===== src/hw/rtl/etpq_pkg.sv =====
// Shared types and constants for the event timer priority queue.
// Holds the transfer structs, operation and status codes. No dependencies.
package etpq_pkg;

  localparam int EVENT_SLOTS = 16;
  localparam int SLOT_W      = 4;
  localparam int CNT_W       = 5;
  localparam int SEQ_W       = 32;
  localparam int TICK_W      = 64;

  localparam logic [SEQ_W-1:0] SEQ_MAX = '1;

  typedef enum logic [1:0] {
    OP_SCHEDULE = 2'd0,
    OP_CANCEL   = 2'd1,
    OP_ADVANCE  = 2'd2,
    OP_RESERVED = 2'd3
  } op_e;

  typedef enum logic [1:0] {
    ST_OK      = 2'd0,
    ST_INVALID = 2'd1,
    ST_STALE   = 2'd2,
    ST_FULL    = 2'd3
  } status_e;

  typedef struct packed {
    op_e                op;
    logic [TICK_W-1:0]  tick;
    logic [7:0]         event_kind;
    logic [15:0]        event_context;
    logic [3:0]         cancel_slot;
    logic [31:0]        cancel_sequence;
  } in_t;

  typedef struct packed {
    logic               result_kind;
    status_e            status;
    logic [7:0]         fired_kind;
    logic [15:0]        fired_context;
    logic [TICK_W-1:0]  fired_tick;
    logic [3:0]         token_slot;
    logic [31:0]        token_sequence;
    logic               next_due_valid;
    logic [TICK_W-1:0]  next_due_tick;
    logic [4:0]         pending_count;
    logic               last;
  } out_t;

endpackage


===== src/hw/rtl/etpq_front.sv =====
// Front end of the event timer queue: a two-entry command queue.
// Depends on etpq_pkg for the input transfer struct.
module etpq_front import etpq_pkg::*; (
  input  logic clk_i,
  input  logic rst_ni,
  input  logic in_valid_i,
  output logic in_stall_o,
  input  in_t  in_i,
  output logic cmd_valid_o,
  input  logic cmd_pop_i,
  output in_t  cmd_o
);

  in_t        mem_q [2];
  logic       wr_q, rd_q;
  logic [1:0] cnt_q;
  logic       push;

  assign in_stall_o  = (cnt_q == 2'd2);
  assign push        = in_valid_i && !in_stall_o;
  assign cmd_valid_o = (cnt_q != 2'd0);
  assign cmd_o       = mem_q[rd_q];

  always_ff @(posedge clk_i or negedge rst_ni) begin
    if (!rst_ni) begin
      wr_q  <= 1'b0;
      rd_q  <= 1'b0;
      cnt_q <= 2'd0;
    end else begin
      if (push) begin
        mem_q[wr_q] <= in_i;
        wr_q        <= !wr_q;
      end
      if (cmd_pop_i) begin
        rd_q <= !rd_q;
      end
      cnt_q <= cnt_q + {1'b0, push} - {1'b0, cmd_pop_i};
    end
  end

endmodule


===== config.mk =====
export PLATFORM = sky130hd
export DESIGN_NAME = etpq_front
export DESIGN_NICKNAME = d
export VERILOG_FILES = /design/src/hw/rtl/etpq_pkg.sv /design/src/hw/rtl/etpq_front.sv
export SDC_FILE = /design/constraint.sdc
export NUM_CORES = 1
export LEC_CHECK = 0
export BUFFER_PORTS_ARGS = -buffer_cell sky130_fd_sc_hd__clkbuf_2
export CORE_ASPECT_RATIO = 1.75
export CORE_MARGIN = 2
export CORE_UTILIZATION = 25
export CTS_BUF_LIST = sky130_fd_sc_hd__clkbuf_2
export DETAILED_ROUTE_END_ITERATION = 16
export MAX_ROUTING_LAYER = met4
export SLEW_MARGIN = 10
export SYNTH_ARGS = -nofsm -noshare
export SYNTH_HDL_FRONTEND = slang
export SYNTH_SLANG_ARGS = --single-unit
export TNS_END_PERCENT = 20

===== constraint.sdc =====
create_clock -name clk_i -period 12.9 [get_ports clk_i]
set_input_delay 0.645 -clock clk_i [delete_from_list [all_inputs] [get_ports clk_i]]
set_output_delay 0.645 -clock clk_i [all_outputs]
set_load 0.01 [all_outputs]

; ---- Yosys cells after proc, flatten, opt, wreduce, memory -nomap -nowiden
; Memory sizes are Yosys's and may differ from the RTL's.
; Cells that the tools add are included.
[word_totals]
register_bits = 4
ram_bits = 252
inputBits = 130
out_inout_bits = 128
wordCells = 15
n_memories = 1
[classes]
addsub = 2
n_eq_ne = 1
muxes = 2
reduce_logical = 6
[mem_list]
columns = memory, words, word_bits, rd, rd_clocked_by_memory_dff, write_ports, line
row1 = mem_q, 2, 126, 1, 0, 1, etpq_front.sv:14  ; in_t mem_q [2];
[ops]
columns = op, count
row1 = $logic_not A1 Y1, 3
row2 = $add A2 B1 Y2, 1
row3 = $eq A2 B2 Y1 const B, 1
row4 = $logic_and A1 B1 Y1, 2
row5 = $mux W1, 2
row6 = $reduce_bool A2 Y1, 1
row7 = $sub A2 B1 Y2, 1

; ---- Depth between registers and ports, before layout
[depth]
depth_word = 6
mapped_depth = 7
depth_no_buf = 7

; ---- Least setup slack after synthesis
; Ideal clock, no wire load.
[synth_timing]
kind = input-to-reg
start = in in_valid_i
end = mem mem_q[0][0] (netlist bit) (enable)
setup_ns = 0.791
arrival_ns = 9.881
required_ns = 12.109
path_slack_ns = 2.229
path_stages = 2
path_buffers = 0
path_cell_list = nand2_1 > nor3b_1
[synth_via]
elab_chain_len = 4
[synth_rtl]
columns = item, line
row1 = from (decl), etpq_front.sv:6  ; input logic in_valid_i,
row2 = $logic_and A1 B1 Y1, etpq_front.sv:20  ; assign push = in_valid_i && !in_stall_o;
row3 = $mux W1, etpq_front.sv:30  ; if (push) begin
row4 = $logic_and A1 B1 Y1 (implied by the code), etpq_front.sv:31  ; mem_q[wr_q] <= in_i;
row5 = $mux W1 (implied by the code), etpq_front.sv:31
row6 = to (decl), etpq_front.sv:14
; Every way passes these cells.

==> flow_summary.ini <==
[cells_and_area]
final_layout_size_suffix_gt1_frac = 0.5407
syn_to_final_growth_pct = 38.56
final_cell_mix = clkbuf_2 (339), edfxtp_1 (252), dlygate4sd3_1 (129)
fillCellCount = 3628
layout_commonest_cell = clkbuf_2
multi_input_area_um2 = 1632
final_util = 0.3483
nNetsFinal = 977
ff_latch_area_um2 = 7671

[critical_path]
crit_required_ns = 12.26
cp.arrival_ns = 2.91
rr_startpoint = cnt_q[0]$_DFF_PN0_
critical_path_class = reg -> out
startpoint_type = flip-flop
r2r_cells = 3
cp_max_fo = 46
end_kind = output pin
crit_start = rd_q$_DFFE_PN0P_

[global_route]
gr-total-overflow = 0
grt.total_usage = 0.1044
grt_max_degree = 72
antenna_found_initial = 10
grtUsageMet3 = 0.03147
grt_pass1_vias = 5763
met1_usage = 0.09677
gr-usage-met2 = 0.1865
gr-max-usage-layer = met2
grt_pass1_wl_um = 29970

[logic_synthesis]
avgSynthCellArea_um2 = 22.98
ys_types = 15
syn_area_um2 = 9400
synthXorXnorAreaFrac = 0.003727
yosysWarnings = 0
synth.net_count = 541
postSynthRegisterBits = 256
synthMuxAreaShare = 0.1629
syn_inst = 409
yosys.area_share.simple = 0.003461
synth_top_family_by_area = multiplexers
ys_seq_area_frac = 0.8157
synth_compound_area_frac = 0
synth_fa_ha_area_frac = 0.002662

[hold_path]
hold_class = in -> reg
hold_depth = 3
min_from = in_valid_i

[sta]
rsz0062_at_grt = no
finalHoldViolCount = 0
period_needed_ns = 3.553
relSlewSlack = 0.3106
drv_slew = 0
period_share = 0.2754
fin_setup_tns_ns = 0
fmax_ghz = 0.2815
worst_pin_slew_ns = 1.034
finClkSkew_ns = 0.04675
setup_viol = 0

[detailed_routing]
via_per_inst = 3.965
routedWlPerCell_um = 15.15
wl_um = 20810
drc = 0
vias = 5448
drt-initial-drc-count = 206
drtAntennaViolNets = 0
first_pass_iters = 4

[clocking]
clkLatencyLatePin_ns = 0.85
post_cts_buffers = 0
htreeDepth = 2
clkTransAtPathRegs_ns = 0.10
cts_tree = yes
cts_buffer_depth = 3
root_buffer = clkbuf_2
clkSinkCount = 256
cts_buffers = 57

[die]
num_rows = 94
core_area_um2 = 37400
start_util = 0.2513
die-area_um2 = 39230
io_pins = 258
die-width_um = 150.6
die_h_um = 260.5

[power]
p_total_mw = 2.221
ir_worst_vdd_mv = 0.1535
p_leak_nw = 5.031
power_density_nw_per_um2 = 170.5

[place]
hpwl_um = 13360
portBuffers = 257
routabilityCongestion = 0.7406

[run_status]
status = complete, no violations

[flow_run]
cap_violations = 0
[cell families (layout without fill, tap and decap cells)]
kind of cell             after synthesis  count (layout)
other                                  0              10
buffers and inverters                 16             491
AND/OR/NAND/NOR                        5               5
adder cells (fa/ha/maj)                2               2
XOR/XNOR                               4               4
flip-flops                           256             256
multiplexers                         126             126
[cells in the mapped netlist]
cell	n	area, µm²
or2_2	1	6.260
inv_1	2	7.510
mux2_2	96	1081
xnor2_1	3	26.28
xor2_1	1	8.760
buf_6	5	56.30
buf_2	9	45.04
ha_1	2	25.02
dfrtp_1	4	100.1
nand2_1	1	3.750
nor3b_1	1	7.510
nand2b_1	1	6.260
mux2_4	30	450.4
and4_1	1	8.760
edfxtp_1	252	7567
[layout make-up]
class | instances | area share
Inverter | 2 | 0.0005764
Timing Repair Buffer | 391 | 0.2008
Antenna cell | 10 | 0.001921
Clock inverter | 16 | 0.004899
Multi-Input combinational cell | 137 | 0.1253
Tap cell | 480 | 0.04611
Sequential cell | 256 | 0.5890
Clock buffer | 82 | 0.03151
[repair_timing]
| action | 4_1_cts | 5_1_grt |
|---|---|---|
| gates resized for setup | 0 | 0 |
| hold endpoints to repair | 257 | 0 |
| endpoints found under the setup margin | 0 | 0 |
| hold buffers | 129 | 0 |
[critical path: stages, from the launching register on]
cell and delay (ns):
dfrtp_4 0.70, buf_4 0.68, mux2_2 0.45, clkbuf_2 0.14
[report_power, final]
part | switching, mW | internal (mW) | leakage (nW)
Combinational | 0.346 | 0.332 | 2.31
Sequential | 0.0399 | 1.03 | 2.35
Clock | 0.299 | 0.169 | 0.375
Total | 0.685 | 1.54 | 5.03
[sequential cells by signal, summed over array words and instances (netlist names)]
register	flops
mem_q	252
wr_q	1
cnt_q	2
rd_q	1
[path summary, 6_finish.rpt]
| check | to | slack, ns |
|---|---|---|
| worst max-delay path | cmd_o[80] | 9.35 |
| worst min-delay path | wr_q$_DFFE_PN0P_ | 0.13 |
| worst max register to register | mem_q[1][16]$_DFFE_PP_ | 10.14 |
| worst min register to register | wr_q$_DFFE_PN0P_ | 0.53 |
| max in group asynchronous | rd_q$_DFFE_PN0P_ | 11.99 |
| min in group asynchronous | wr_q$_DFFE_PN0P_ | 0.71 |
[through the flow]
| stage | cells | hold slack (ns) | setup WS, ns | cell area, µm² |
|---|---|---|---|---|
| floorplan | 409 | 0.3494 | 2.229 | 9400 |
| global placement | 1137 | 0.4653 | 9.868 | 11230 |
| detailed placement | 1137 | 0.4706 | 9.840 | 11230 |
| CTS | 1364 | 0.002654 | 9.187 | 13000 |
| global route | 1374 | 0.03814 | 9.109 | 13030 |
| finish | 1374 | 0.1293 | 9.347 | 13030 |
[layer usage]
metal / vias to the layer above / share of wire
met5: - / 0
met4: 0 / 0.045
met3: 58 / 0.066
met2: 192 / 0.54
met1: 2641 / 0.35
li1: 2557 / -
Power figures use the tool's default switching activity.
